`config.mk`:
```
export PLATFORM = sky130hd
export DESIGN_NAME = wcm_front
export DESIGN_NICKNAME = d
export VERILOG_FILES = /design/src/sv/wcm_pkg.sv /design/src/sv/wcm_front.sv
export SDC_FILE = /design/constraint.sdc
export NUM_CORES = 1
export LEC_CHECK = 0
export BUFFER_PORTS_ARGS = -buffer_cell sky130_fd_sc_hd__buf_2
export CAP_MARGIN = 0
export CORE_AREA = 3 3 82 84
export DETAILED_ROUTE_END_ITERATION = 7
export DIE_AREA = 0 0 85 87
export GPL_TIMING_DRIVEN = 0
export PLACE_DENSITY = 0.66
export SYNTH_ARGS = -nofsm -noshare
export SYNTH_HDL_FRONTEND = slang
export SYNTH_SLANG_ARGS = --single-unit
```
`constraint.sdc`:
```
create_clock -name vclk -period 7.3
set_input_delay 1.46 -clock vclk [all_inputs]
set_output_delay 1.46 -clock vclk [all_outputs]
set_load 0.05 [all_outputs]
```
`src/sv/wcm_pkg.sv`:
```
// Shared constants, command type and helpers for the wall column texture mapper.
package wcm_pkg;

    localparam int TEX_W    = 64;
    localparam int TEX_H    = 64;
    localparam int SCREEN_W = 640;
    localparam int SCREEN_H = 480;

    localparam int TEXELS   = TEX_W * TEX_H;
    localparam int SLOTS    = 4;
    localparam int MEM_DEPTH = SLOTS * TEXELS;
    localparam int MEM_AW   = $clog2(MEM_DEPTH);
    localparam int IDX_W    = $clog2(TEXELS);
    localparam int COL_W    = $clog2(TEX_W);
    localparam int TY_W     = $clog2(TEX_H);
    localparam int POS_W    = TY_W + 16;
    localparam int QUO_W    = TY_W + 17;
    localparam int COLOR_W  = 24;
    localparam int LH_W     = 15;
    localparam int BASE_W   = LH_W + 1;
    localparam int ROW_W    = 10;
    localparam int FRAC_W   = 16;
    localparam int TIDX_W   = 12;
    localparam int PIX_AW   = 19;

    localparam logic [COLOR_W-1:0] DARK_MASK = 24'h7F7F7F;

    localparam logic [1:0] ACT_WRITE = 2'd0;
    localparam logic [1:0] ACT_START = 2'd1;
    localparam logic [1:0] ACT_PIXEL = 2'd2;

    localparam logic [1:0] SLOT_N = 2'd0;
    localparam logic [1:0] SLOT_S = 2'd1;
    localparam logic [1:0] SLOT_E = 2'd2;
    localparam logic [1:0] SLOT_W = 2'd3;

    typedef enum logic [1:0] {
        OP_WRITE,
        OP_START,
        OP_PIXEL
    } t_op;

    typedef struct packed {
        t_op                      op;
        logic [MEM_AW-1:0]        wr_addr;
        logic [COLOR_W-1:0]       color;
        logic [1:0]               slot;
        logic [COL_W-1:0]         tex_col;
        logic                     dark;
        logic [LH_W-1:0]          lh;
        logic signed [BASE_W-1:0] base;
        logic [ROW_W-1:0]         row_first;
        logic [ROW_W-1:0]         row_end;
        logic [ROW_W-1:0]         column;
    } t_cmd;

    function automatic logic [MEM_AW-1:0] tex_addr(input logic [1:0] slot,
                                                   input logic [IDX_W-1:0] idx);
        tex_addr = MEM_AW'(slot) * MEM_AW'(TEXELS) + MEM_AW'(idx);
    endfunction

endpackage

```
`src/sv/wcm_front.sv`:
```
// Front end: accept words, decode the action and precompute column setup values.
module wcm_front
    import wcm_pkg::*;
(
    input  logic                i_valid,
    output logic                o_ready,
    input  logic [1:0]          i_action,
    input  logic [1:0]          i_texture_slot,
    input  logic [TIDX_W-1:0]   i_texel_index,
    input  logic [COLOR_W-1:0]  i_texel_color,
    input  logic [FRAC_W-1:0]   i_wall_frac,
    input  logic                i_hit_side,
    input  logic                i_ray_positive,
    input  logic [LH_W-1:0]     i_line_height,
    input  logic [ROW_W-1:0]    i_draw_start,
    input  logic [ROW_W-1:0]    i_draw_end,
    input  logic [ROW_W-1:0]    i_column,
    input  logic                i_q_full,
    output logic                o_push,
    output t_cmd                o_cmd
);

    localparam int TXP_W = FRAC_W + $clog2(TEX_W + 1);
    localparam int TX_W  = TXP_W - FRAC_W;

    logic              keep;
    logic [TXP_W-1:0]  tx_prod;
    logic [TX_W-1:0]   tx;
    logic [LH_W-1:0]   lh;

    always_comb begin
        tx_prod = TXP_W'(i_wall_frac) * TXP_W'(TEX_W);
        tx      = tx_prod[TXP_W-1:FRAC_W];
        if (tx > TX_W'(TEX_W - 1)) begin
            tx = TX_W'(TEX_W - 1);
        end
        lh = (i_line_height == '0) ? LH_W'(1) : i_line_height;
    end

    always_comb begin
        o_cmd           = '0;
        o_cmd.wr_addr   = tex_addr(i_texture_slot, IDX_W'(i_texel_index));
        o_cmd.color     = i_texel_color;
        o_cmd.tex_col   = COL_W'(TX_W'(TEX_W - 1) - tx);
        o_cmd.dark      = i_hit_side;
        o_cmd.lh        = lh;
        o_cmd.base      = BASE_W'(i_draw_start) - BASE_W'(SCREEN_H / 2)
                        + BASE_W'(lh >> 1);
        o_cmd.row_first = i_draw_start;
        o_cmd.row_end   = i_draw_end;
        o_cmd.column    = i_column;
        if (i_hit_side == 1'b0) begin
            o_cmd.slot = i_ray_positive ? SLOT_N : SLOT_S;
        end else begin
            o_cmd.slot = i_ray_positive ? SLOT_W : SLOT_E;
        end
        keep     = 1'b0;
        o_cmd.op = OP_PIXEL;
        unique case (i_action)
            ACT_WRITE: begin
                o_cmd.op = OP_WRITE;
                // drop writes past the end of one texture
                keep     = 32'(i_texel_index) < 32'(TEXELS);
            end
            ACT_START: begin
                o_cmd.op = OP_START;
                keep     = 1'b1;
            end
            ACT_PIXEL: begin
                o_cmd.op = OP_PIXEL;
                keep     = 1'b1;
            end
            default: begin
                keep = 1'b0;
            end
        endcase
    end

    assign o_ready = !i_q_full;
    assign o_push  = i_valid && !i_q_full && keep;

endmodule

```
==> Yosys cells after proc, flatten, opt, wreduce, memory -nomap -nowiden <==
Cells that the tools add are included.
{ "word_totals": {"register_bits": 0, "inputBits": 105, "output_inout_bits": 112, "elab_cells": 20} }
{ "classes": {"n_addsub": 4, "magnitude_cmp": 1, "eq_ne": 2, "muxes": 7, "n_reduce_logical": 6} }
{ "ops": {"columns": ["cell", "count"], "rows": [
  ["adder 11 x 15 -> 16 bit", 1],
  ["logical NOT 15 bit", 1],
  ["two-way mux 15 bit", 1],
  ["adder 14 x 12 -> 14 bit", 1],
  ["subtractor 10 x 8 -> 11 bit, second input constant", 1],
  ["> comparator 6 bit, second input constant", 1],
  ["two-way mux 6 bit", 1],
  ["subtractor 6 bit, first input constant", 1],
  ["case mux 2 bit (2 select lines)", 1],
  ["two-way mux 1 bit", 3],
  ["OR reduction 3 bit", 1],
  ["== test 2 x 1 -> 1 bit, second input constant", 1],
  ["== test 2 bit, second input constant", 1],
  ["logical AND 1 bit", 2],
  ["logical NOT 2 bit", 1],
  ["two-way mux 2 bit", 1],
  ["logical NOT 1 bit", 1]
]} }

==> Logic depth before layout (Yosys ltp) <==
{ "depth": {"ltp_word": 4, "depth_mapped": 10, "ltp_nobuf": 10} }

==> Least setup slack after synthesis <==
Ideal clock, no wire load.
{ "synth_timing": {"path_type": "input to output", "startpoint": "input i_draw_start[4]", "endpoint": "output o_cmd[44] (netlist name)", "arrival_time_ps": 4072, "required_time_ps": 5840, "setup_slack_ps": 1768, "stages": 9, "n_path_buf": 0, "path_cell_list": "ha_1 nand3_1 nor3b_1 ha_1 and3_1 a22o_1 a211o_1 a21oi_2 xnor2_1"} }
{ "synth_lines": {"columns": ["element", "line_no", "rtl"], "rows": [
  ["start, declared", "wcm_front.sv:15", "input logic [ROW_W-1:0] i_draw_start,"],
  ["end, declared", "wcm_front.sv:20", "output t_cmd o_cmd"]
]} }

==> impl_metrics.yaml <==
drt:
  wl_um: 4432
  wl_per_cell_um: 10.58
  drc: 0
  wl_met3_um: 532
  met1_length_um: 1448
  drt_iter0_markers: 31
  vias: 1699
  viasPerCell: 4.055
  detail-route-antenna-nets: 0
  top_layer: "met4"
  wl_met2_um: 2436
  drt_pass1_iterations: 4
logic_synthesis:
  yosys.area.top_type_share_pct: 37.91
  synth-seq-area-share_pct: 0
  yosysTopAreaCell: "buf_4"
  ys_top_cells_by_area: "buf_4, ha_1, xnor2_1, clkbuf_1, inv_1"
  yosys_warnings: 0
  synth_nets: 317
  synthCells: 195
  ys_types: 35
  synth_area_um2: 1386
  avgSynthCellArea_um2: 7.109
floorplan:
  io_pins: 217
  rows: 28
  start_util_pct: 23.14
  coreArea_um2: 5991
  die_area_um2: 7395
  chipHeight_um: 87
  die_x_um: 85
sta:
  holdWs_ps: 3214
  slew_violations: 0
  rsz0062_at_grt: "false"
  min_period_over_period_pct: 80.85
  setup_viol: 0
  hold_viol_final: 0
  tightestPinTransition_ps: 961.1
  fin_crit_ps: 5902
  clock.fmax_ghz: 0.1694
  tns_ps: 0
  slew_headroom_pct: 35.79
finish:
  finalInstanceArea_um2: 2226
  drive_above_1_share_pct: 64.83
  nets: 468
  antenna-diode-count: 0
  syn_to_final_growth_pct: 60.56
  regArea_um2: 0
  nFlopsAndLatches: 0
  clkbuf_count: 0
  final_common_cell: "buf_2"
  layout_common_cells: "buf_2, buf_4, ha_1"
critical_path:
  crit_buf_inv: 2
  cpPeakStageDelay_ps: 790
  critPathLaunchType: "input pin"
  worst_setup_path_end_kind: "output pin"
  critPathSlowestCell: "nor3b_1"
  cp_top_family: "simple AND/OR/NAND/NOR gates"
  crit_chain: "buf_2 -> ha_1 -> nand3_1 -> nor3b_1 -> ha_1 -> and3_1 -> a22o_1 -> a211o_1 -> a21oi_2 -> xnor2_1 -> buf_2"
  critPathArrivalTime_ps: 4440
  crit_fanout: 7
  cp-startpoint: "i_draw_start[4]"
  crit_type: "input pin to output pin"
  cp.required_ps: 5840
hold_path:
  min_from: "i_wall_frac[11]"
  hp-class: "input pin to output pin"
status:
  status: "complete, no violations"
power_and_ir_drop:
  fin_total_pwr_w: 0.0003384
  power_switching_w: 0.0002408
  vdd_ir_drop_max_mv: 0.08074
  seqPwrFrac_pct: 0
  intPower_w: 0.00009754
  power.leakage_nw: 1.361
  swShare_pct: 71.17
  clockPowerShare_pct: 0
  combPwrFrac_pct: 100.0
  powerDensity_nw_per_um2: 152.0
placement:
  dpl.hpwl_um: 4218
  gp_congestion: 0.8086
  portBuffers: 149
  placed_area_um2: 2226
global_route:
  antenna_found_initial: 0
  grt_pass1_vias: 1587
  grt_max_degree: 8
  grt_pass1_wl_um: 6589
  globalRouteTotalUtil_pct: 10.19
  grt_overflow: 0
cts:
  cts_hold_buf: 0
  cts.repair_timing.setup_buffer_count: 0
  cts_resized: 0
job:
  max_cap_violations: 0
==> cell families (layout without fill, tap and decap cells) <==
family                     Yosys count  in the layout  share of synthesized area [%]
AOI/OAI and AO/OA                   31             31                          16.07
xor gates and xnor gates            17             17                          10.74
buffers and inverters               99            248                          45.76
adders and majority gates           17             17                          15.88
and+or+nand+nor                     31             31                          11.55
==> per-layer routing <==
metal / track usage, % / up-vias
met1: 10.89 / 715
met2: 21.33 / 109
li1: - / 873
met5: 0 / -
met3: 1.892 / 2
met4: 0.4317 / 0
==> power by group through the flow <==
| stage | clock, W | combinational, W | sequential [W] |
|---|---|---|---|
| after floorplan | 0 | 0.000270 | 0 |
| after global placement | 0 | 0.000340 | 0 |
| after detailed placement | 0 | 0.000341 | 0 |
| after CTS | 0 | 0.000342 | 0 |
| after global routing | 0 | 0.000360 | 0 |
| final | 0 | 0.000338 | 0 |
==> path summary, 6_finish.rpt <==
check | cells after the start | to | slack (ps)
max | 11 | o_cmd[44] | 1400
min | 3 | o_cmd[63] | 3210
==> per-stage QoR <==
step / setup WS, ps / util, % / std cells
global route: 1174 / 37.16 / 419
finish: 1398 / 37.16 / 419
detailed placement: 1312 / 37.16 / 419
global placement: 1369 / 37.16 / 419
floorplan: 1768 / - / 195
CTS: 1305 / 37.16 / 419
==> synthesized netlist by cell type <==
master	instances
nor3b_1	1
a21oi_1	7
and3_2	1
nor2_1	8
nor2b_1	3
ha_1	16
nor3_1	1
nand2_1	4
a21oi_2	1
a21o_1	4
a31oi_1	2
o21ai_0	2
o21a_1	3
nand3_1	4
a41oi_1	1
o211ai_1	1
a21o_2	1
a31o_2	1
xnor2_1	12
a41o_1	1
xor2_1	5
o2111ai_1	1
fa_1	1
nor4_1	3
and3_1	3
a2111oi_0	1
inv_1	14
buf_4	70
o31ai_1	1
a22o_1	1
clkbuf_1	15
a211o_1	1
a311o_1	1
and2_1	3
a211oi_1	1
==> cell type report <==
type | instances | area [um2]
well taps | 75 | 93.84
plain buffers | 85 | 581.8
fillers | 645 | 3765
multi-input cells | 96 | 752.0
inverters | 14 | 52.55
repair buffers | 149 | 745.7
No activity file was read; power rests on OpenSTA's default activity.
