--- config.mk ---
export PLATFORM = sky130hd
export DESIGN_NAME = wcm_queue
export DESIGN_NICKNAME = d
export VERILOG_FILES = /design/src/sv/wcm_pkg.sv /design/src/sv/wcm_queue.sv
export SDC_FILE = /design/constraint.sdc
export NUM_CORES = 1
export LEC_CHECK = 0
export ABC_AREA = 1
export BUFFER_PORTS_ARGS = -buffer_cell sky130_fd_sc_hd__buf_2
export CORE_ASPECT_RATIO = 0.75
export CORE_MARGIN = 4
export CORE_UTILIZATION = 55
export DETAILED_ROUTE_END_ITERATION = 8
export PLACE_DENSITY = 0.85
export SLEW_MARGIN = 30
export SYNTH_ARGS = -nofsm -noshare
export SYNTH_HDL_FRONTEND = slang
export SYNTH_SLANG_ARGS = --single-unit
--- constraint.sdc ---
create_clock -name i_clk -period 5.2 [get_ports i_clk]
set_clock_uncertainty 0.15 [all_clocks]
set_input_delay 0.52 -clock i_clk [delete_from_list [all_inputs] [get_ports i_clk]]
set_output_delay 0.52 -clock i_clk [all_outputs]
set_load 0.05 [all_outputs]
--- src/sv/wcm_pkg.sv ---
// Shared constants, command type and helpers for the wall column texture mapper.
package wcm_pkg;

    localparam int TEX_W    = 64;
    localparam int TEX_H    = 64;
    localparam int SCREEN_W = 640;
    localparam int SCREEN_H = 480;

    localparam int TEXELS   = TEX_W * TEX_H;
    localparam int SLOTS    = 4;
    localparam int MEM_DEPTH = SLOTS * TEXELS;
    localparam int MEM_AW   = $clog2(MEM_DEPTH);
    localparam int IDX_W    = $clog2(TEXELS);
    localparam int COL_W    = $clog2(TEX_W);
    localparam int TY_W     = $clog2(TEX_H);
    localparam int POS_W    = TY_W + 16;
    localparam int QUO_W    = TY_W + 17;
    localparam int COLOR_W  = 24;
    localparam int LH_W     = 15;
    localparam int BASE_W   = LH_W + 1;
    localparam int ROW_W    = 10;
    localparam int FRAC_W   = 16;
    localparam int TIDX_W   = 12;
    localparam int PIX_AW   = 19;

    localparam logic [COLOR_W-1:0] DARK_MASK = 24'h7F7F7F;

    localparam logic [1:0] ACT_WRITE = 2'd0;
    localparam logic [1:0] ACT_START = 2'd1;
    localparam logic [1:0] ACT_PIXEL = 2'd2;

    localparam logic [1:0] SLOT_N = 2'd0;
    localparam logic [1:0] SLOT_S = 2'd1;
    localparam logic [1:0] SLOT_E = 2'd2;
    localparam logic [1:0] SLOT_W = 2'd3;

    typedef enum logic [1:0] {
        OP_WRITE,
        OP_START,
        OP_PIXEL
    } t_op;

    typedef struct packed {
        t_op                      op;
        logic [MEM_AW-1:0]        wr_addr;
        logic [COLOR_W-1:0]       color;
        logic [1:0]               slot;
        logic [COL_W-1:0]         tex_col;
        logic                     dark;
        logic [LH_W-1:0]          lh;
        logic signed [BASE_W-1:0] base;
        logic [ROW_W-1:0]         row_first;
        logic [ROW_W-1:0]         row_end;
        logic [ROW_W-1:0]         column;
    } t_cmd;

    function automatic logic [MEM_AW-1:0] tex_addr(input logic [1:0] slot,
                                                   input logic [IDX_W-1:0] idx);
        tex_addr = MEM_AW'(slot) * MEM_AW'(TEXELS) + MEM_AW'(idx);
    endfunction

endpackage

--- src/sv/wcm_queue.sv ---
// Short command queue between the front end and the back end.
module wcm_queue
    import wcm_pkg::*;
(
    input  logic i_clk,
    input  logic i_rst_n,
    input  logic i_push,
    input  t_cmd i_cmd,
    output logic o_full,
    input  logic i_pop,
    output logic o_valid,
    output t_cmd o_cmd
);

    localparam int DEPTH = 4;
    localparam int AW    = $clog2(DEPTH);

    t_cmd          r_q [DEPTH];
    logic [AW-1:0] r_wp;
    logic [AW-1:0] r_rp;
    logic [AW:0]   r_cnt;
    logic          do_pop;

    assign o_full  = r_cnt == (AW + 1)'(DEPTH);
    assign o_valid = r_cnt != '0;
    assign o_cmd   = r_q[r_rp];
    assign do_pop  = i_pop && o_valid;

    always_ff @(posedge i_clk) begin
        if (i_push) begin
            r_q[r_wp] <= i_cmd;
        end
    end

    always_ff @(posedge i_clk) begin
        if (!i_rst_n) begin
            r_wp  <= '0;
            r_rp  <= '0;
            r_cnt <= '0;
        end else begin
            if (i_push) begin
                r_wp <= r_wp + AW'(1);
            end
            if (do_pop) begin
                r_rp <= r_rp + AW'(1);
            end
            r_cnt <= r_cnt + (AW + 1)'(i_push) - (AW + 1)'(do_pop);
        end
    end

endmodule

# After elaboration in Yosys (flattened, before gate mapping)
# Memories as Yosys holds them, arrays and structs flattened. A register that Yosys moved wholly into a read port is not among the register bits.
# Index checks and enable logic that the tools add are counted.
totals:
  mem_bits_rw: 440
  register_bits: 7
  output_inout_bits: 112
  in_bits: 114
  word_cells: 15
  n_memories: 1
mem_list:
  columns: ["memory", "words", "word_bits", "rd", "rd_ports_with_merged_regs", "wr", "line_no", "source"]
  rows:
  - ["r_q", 4, 110, 1, 1, 1, "wcm_queue.sv:18", "t_cmd r_q [DEPTH];"]
classes:
  add_sub_neg: 4
  n_mux: 4
  n_reduce_logical: 2
  eq_ne: 1
ops:
  columns: ["operator", "count"]
  rows:
  - ["$add 2x1->2 const B", 2]
  - ["$mux 2", 2]
  - ["$add 3x1->3", 1]
  - ["$eq 3x3->1 const B", 1]
  - ["$reduce_bool 3->1", 1]
  - ["$sub 3x1->3", 1]
  - ["$mux 1", 2]
  - ["$logic_and 1x1->1", 1]

# Longest topological paths before layout
depth:
  depth_word: 4
  depth_mapped: 9
  depth_no_buf: 9

# Worst setup path before layout
# OpenSTA, ideal clock, no wires.
synth_path:
  path_kind: "flip-flop to flip-flop"
  start: "reg r_wp[0]"
  end: "mem r_q[2][0] (netlist bit), enable pin"
  setup_ns: 0.463
  setup_slack_ns: 1.876
  required_ns: 4.587
  arrival_time_ns: 2.710
  path_buffers: 0
  path_stages_with_launch: 5
  period_less_slack_ns: 3.324
  path_cell_list: "dfxtp_1 > inv_1 > ha_1 > nand2_1 > inv_1"
synth_rtl:
  columns: ["element", "line_no", "source"]
  rows:
  - ["start, declared", "wcm_queue.sv:19", "logic [AW-1:0] r_wp;"]
  - ["start signal, assigned", "wcm_queue.sv:42", "r_wp <= r_wp + AW'(1);"]
  - ["end, declared", "wcm_queue.sv:18", null]
# No word-level cell before the write port.

==> metrics.csv <==
stage,metric,value,unit
setup_path,crit_buf_inv,2,
power_and_ir_drop,netSwitchingPower,0.00365,W
logic_synthesis,synthAdderAreaFrac,0.555,%
timing,worstMarginPinSlew,0.965,ns
die,die_x,212,um
logic_synthesis,postSynthAreaPerCell,15.2,um2
timing,drv_slew,0,
layout,layout_commonest_cell,edfxtp_1,
logic_synthesis,synth_area,17100,um2
setup_path,r2r_start,r_wp[0]$_SDFFE_PN0P_,
cts,cts_root_buf,clkbuf_16,
cts,cts.sinks,449,
logic_synthesis,synth_top_family_by_area,compound AO/OA/AOI/OAI gates,
cts,cts_setup_buffers,0,
route,routedWlPerCell,20.6,um
placement,post-place-ws,2.21,ns
cts,postCtsHoldBufs,0,
cts,path_clk_slew,0.06,ns
route,firstDrtPassIters,5,
hold_path,hold_end,r_q[2][53]$_DFFE_PP_,
status,status,completed,
global_route,overflow,0,
setup_path,timing.rr.end,r_q[0][69]$_DFFE_PP_,
setup_path,worst_setup_path_end_kind,primary output,
global_route,grt_use_total,20.9,%
die,fp.dieH,161,um
setup_path,crit_family,buffers and inverters,
timing,hold_viol,0,
logic_synthesis,synthMuxAreaShare,0,%
logic_synthesis,ys_types,22,
layout,fin_nets,1455,
hold_path,worstHoldPathCells,1,
die,die_area,34000,um2
power_and_ir_drop,vdd_drop_max,0.484,mV
logic_synthesis,seq_area_frac_synth,78.2,%
route,num_vias,10214,
layout,final_util,64.7,%
logic_synthesis,synthXorXnorAreaFrac,0,%
logic_synthesis,synthSimpleGateAreaFrac,6.20,%
power_and_ir_drop,leakagePower,6.84,nW
timing,fin_tns_setup,0,ns
timing,fmax,0.289,GHz
placement,portBuffers,225,
global_route,grtUsageMet2,33.3,%
cts,post_cts_resize_count,0,
timing,rsz0062_at_grt,false,
route,post-route-drc-count,0,
die,rows,55,
cts,clock_path_buffers,3,
power_and_ir_drop,p_int,0.00647,W
placement,place.detailed.hpwl,20.1,mm
setup_path,cp.arrival,2.79,ns
die,coreArea,30400,um2
timing,relSlewSlack,35.7,%
timing,setup_viol,0,
global_route,met3_usage,4.59,%
setup_path,r2r_cells,5,
power_and_ir_drop,p_comb_share,29.5,%
placement,dp_cells,1689,
cts,cts_tree,done,
flow_run,cap_viol_max_count,0,
layout,fill_cells,2085,
setup_path,critical_path_required,4.53,ns
logic_synthesis,synth.yosys.warnings,0,
route,viasPerCell,5.78,
global_route,use_met1,29.8,%
logic_synthesis,synth_nets,1246,
layout,final_cell_mix,"edfxtp_1 (440), buf_2 (225), nor2_1 (206)",
route,drt_iter0_drc,924,
global_route,grt_pass1_vias,10105,
logic_synthesis,ys_ff_latch,449,
logic_synthesis,synth-compound-area-share,11.4,%
cts,clk_latency,0.53,ns
hold_path,hold_class,in -> reg,
die,start_util,56.3,%
route,antenna_left,0,
layout,drive_gt1_share,25.1,%
global_route,grt_max_degree,220,
route,drt_wl_total,36.5,mm
hold_path,min_from,i_cmd[53],
setup_path,worst_setup_path_start_kind,flip-flop,
power_and_ir_drop,power_density,514,nW/um2
setup_path,cp_cell_sequence,buf_4 -> o21ai_0 -> o22ai_1 -> buf_2,
logic_synthesis,synthCells,1125,
global_route,grt_pass1_wl,56.2,mm
setup_path,slowest_stage,buf_4,
layout,layout.cells.non_filler,1768,
timing,post-route-period-util,66.5,%
power_and_ir_drop,pwr-share-clk,28.9,%
setup_path,slowest_delay,0.70,ns
power_and_ir_drop,swShare,36.1,%
setup_path,cp_max_fo,77,
power_and_ir_drop,pwr-share-seq,41.6,%
setup_path,path_class,reg -> out,
global_route,top_usage_layer,met2,
layout,synthToLayoutAreaGrowth,15.0,%
cts,numCtsBuffers,42,
timing,setup_slack,1.74,ns
timing,finalCriticalPeriod,3.46,ns
setup_path,reg2reg_slack,2.81,ns
cts,cts.htree.levels,2,
placement,routabilityCongestion,0.752,
global_route,antenna_found_initial,7,
die,io-pin-count,226,
-- area by class of cell --
cell class | count | area [um2] | area share [%]
sequential | 449 | 13400 | 68.1
multi-input combinational | 587 | 3110 | 15.8
timing repair buffer | 237 | 1270 | 6.43
clock buffer | 53 | 1130 | 5.76
tap | 399 | 499 | 2.54
clock inverter | 21 | 176 | 0.896
inverter | 17 | 87.6 | 0.445
antenna | 5 | 12.5 | 0.0635
-- power groups by stage --
stage | clock (W) | sequential, W | combinational, W
after floorplan | 0 | 0.00427 | 0.00240
after global placement | 0 | 0.00428 | 0.00292
after CTS | 0.00297 | 0.00421 | 0.00300
after global routing | 0.00315 | 0.00422 | 0.00317
final | 0.00293 | 0.00421 | 0.00298
after detailed placement | 0 | 0.00429 | 0.00298
-- worst max-delay path by stage --
stage	from	end	slack, ns	depth (start not counted)
after floorplan	r_wp[0]$_SDFFE_PN0P_	r_q[2][0]$_DFFE_PP_	1.88	4
after global placement	flip-flop	o_cmd[109]	2.27	5
after detailed placement	flip-flop	o_cmd[0]	2.21	5
after CTS	flip-flop	o_cmd[4]	1.62	5
after global routing	flip-flop	o_cmd[16]	1.57	4
final	flip-flop	o_cmd[16]	1.74	4
-- cells in the mapped netlist --
master / n / share of area (%)
a21boi_0: 1 / 0.044
buf_2: 20 / 0.58
o22ai_1: 90 / 3.3
inv_1: 15 / 0.33
ha_1: 6 / 0.44
buf_12: 4 / 0.47
fa_1: 1 / 0.12
o22ai_2: 20 / 1.5
a21oi_1: 5 / 0.15
buf_6: 20 / 1.3
o21ai_1: 90 / 2.6
nor2_1: 206 / 4.5
nor2_4: 20 / 1.3
nand2_1: 14 / 0.31
inv_6: 1 / 0.051
nand3_1: 2 / 0.058
clkbuf_1: 19 / 0.42
edfxtp_1: 440 / 77
inv_2: 1 / 0.022
dfxtp_1: 9 / 1.1
o21ai_0: 132 / 3.9
buf_4: 9 / 0.39
-- state kept, by name (all words and copies together), names as in the netlist, named ones only --
register,flops
r_wp,2
r_cnt,3
r_q,440
r_rp,2
-- per-layer routing --
metal / up-vias / wire length, um
met5: - / 42
met4: 8 / 608
met3: 56 / 2890
met1: 5056 / 15400
li1: 4682 / -
met2: 412 / 17600
-- through the flow --
stage	total power (W)	area [um2]	hold WS, ns
after global routing	0.0105	19700	0.0205
after CTS	0.0102	19700	0.00926
after floorplan	0.00667	17100	0.298
after detailed placement	0.00727	18400	0.353
after global placement	0.00721	18400	0.319
final	0.0101	19700	0.0402
-- kinds of logic after synthesis --
| logic type | count (synthesis) |
|---|---|
| and+or+nand+nor | 242 |
| AOI/OAI and AO/OA | 338 |
| adders and majority gates | 7 |
| DFF | 449 |
| buffers and inverters | 89 |
No activity file was read; power rests on OpenSTA's default activity.
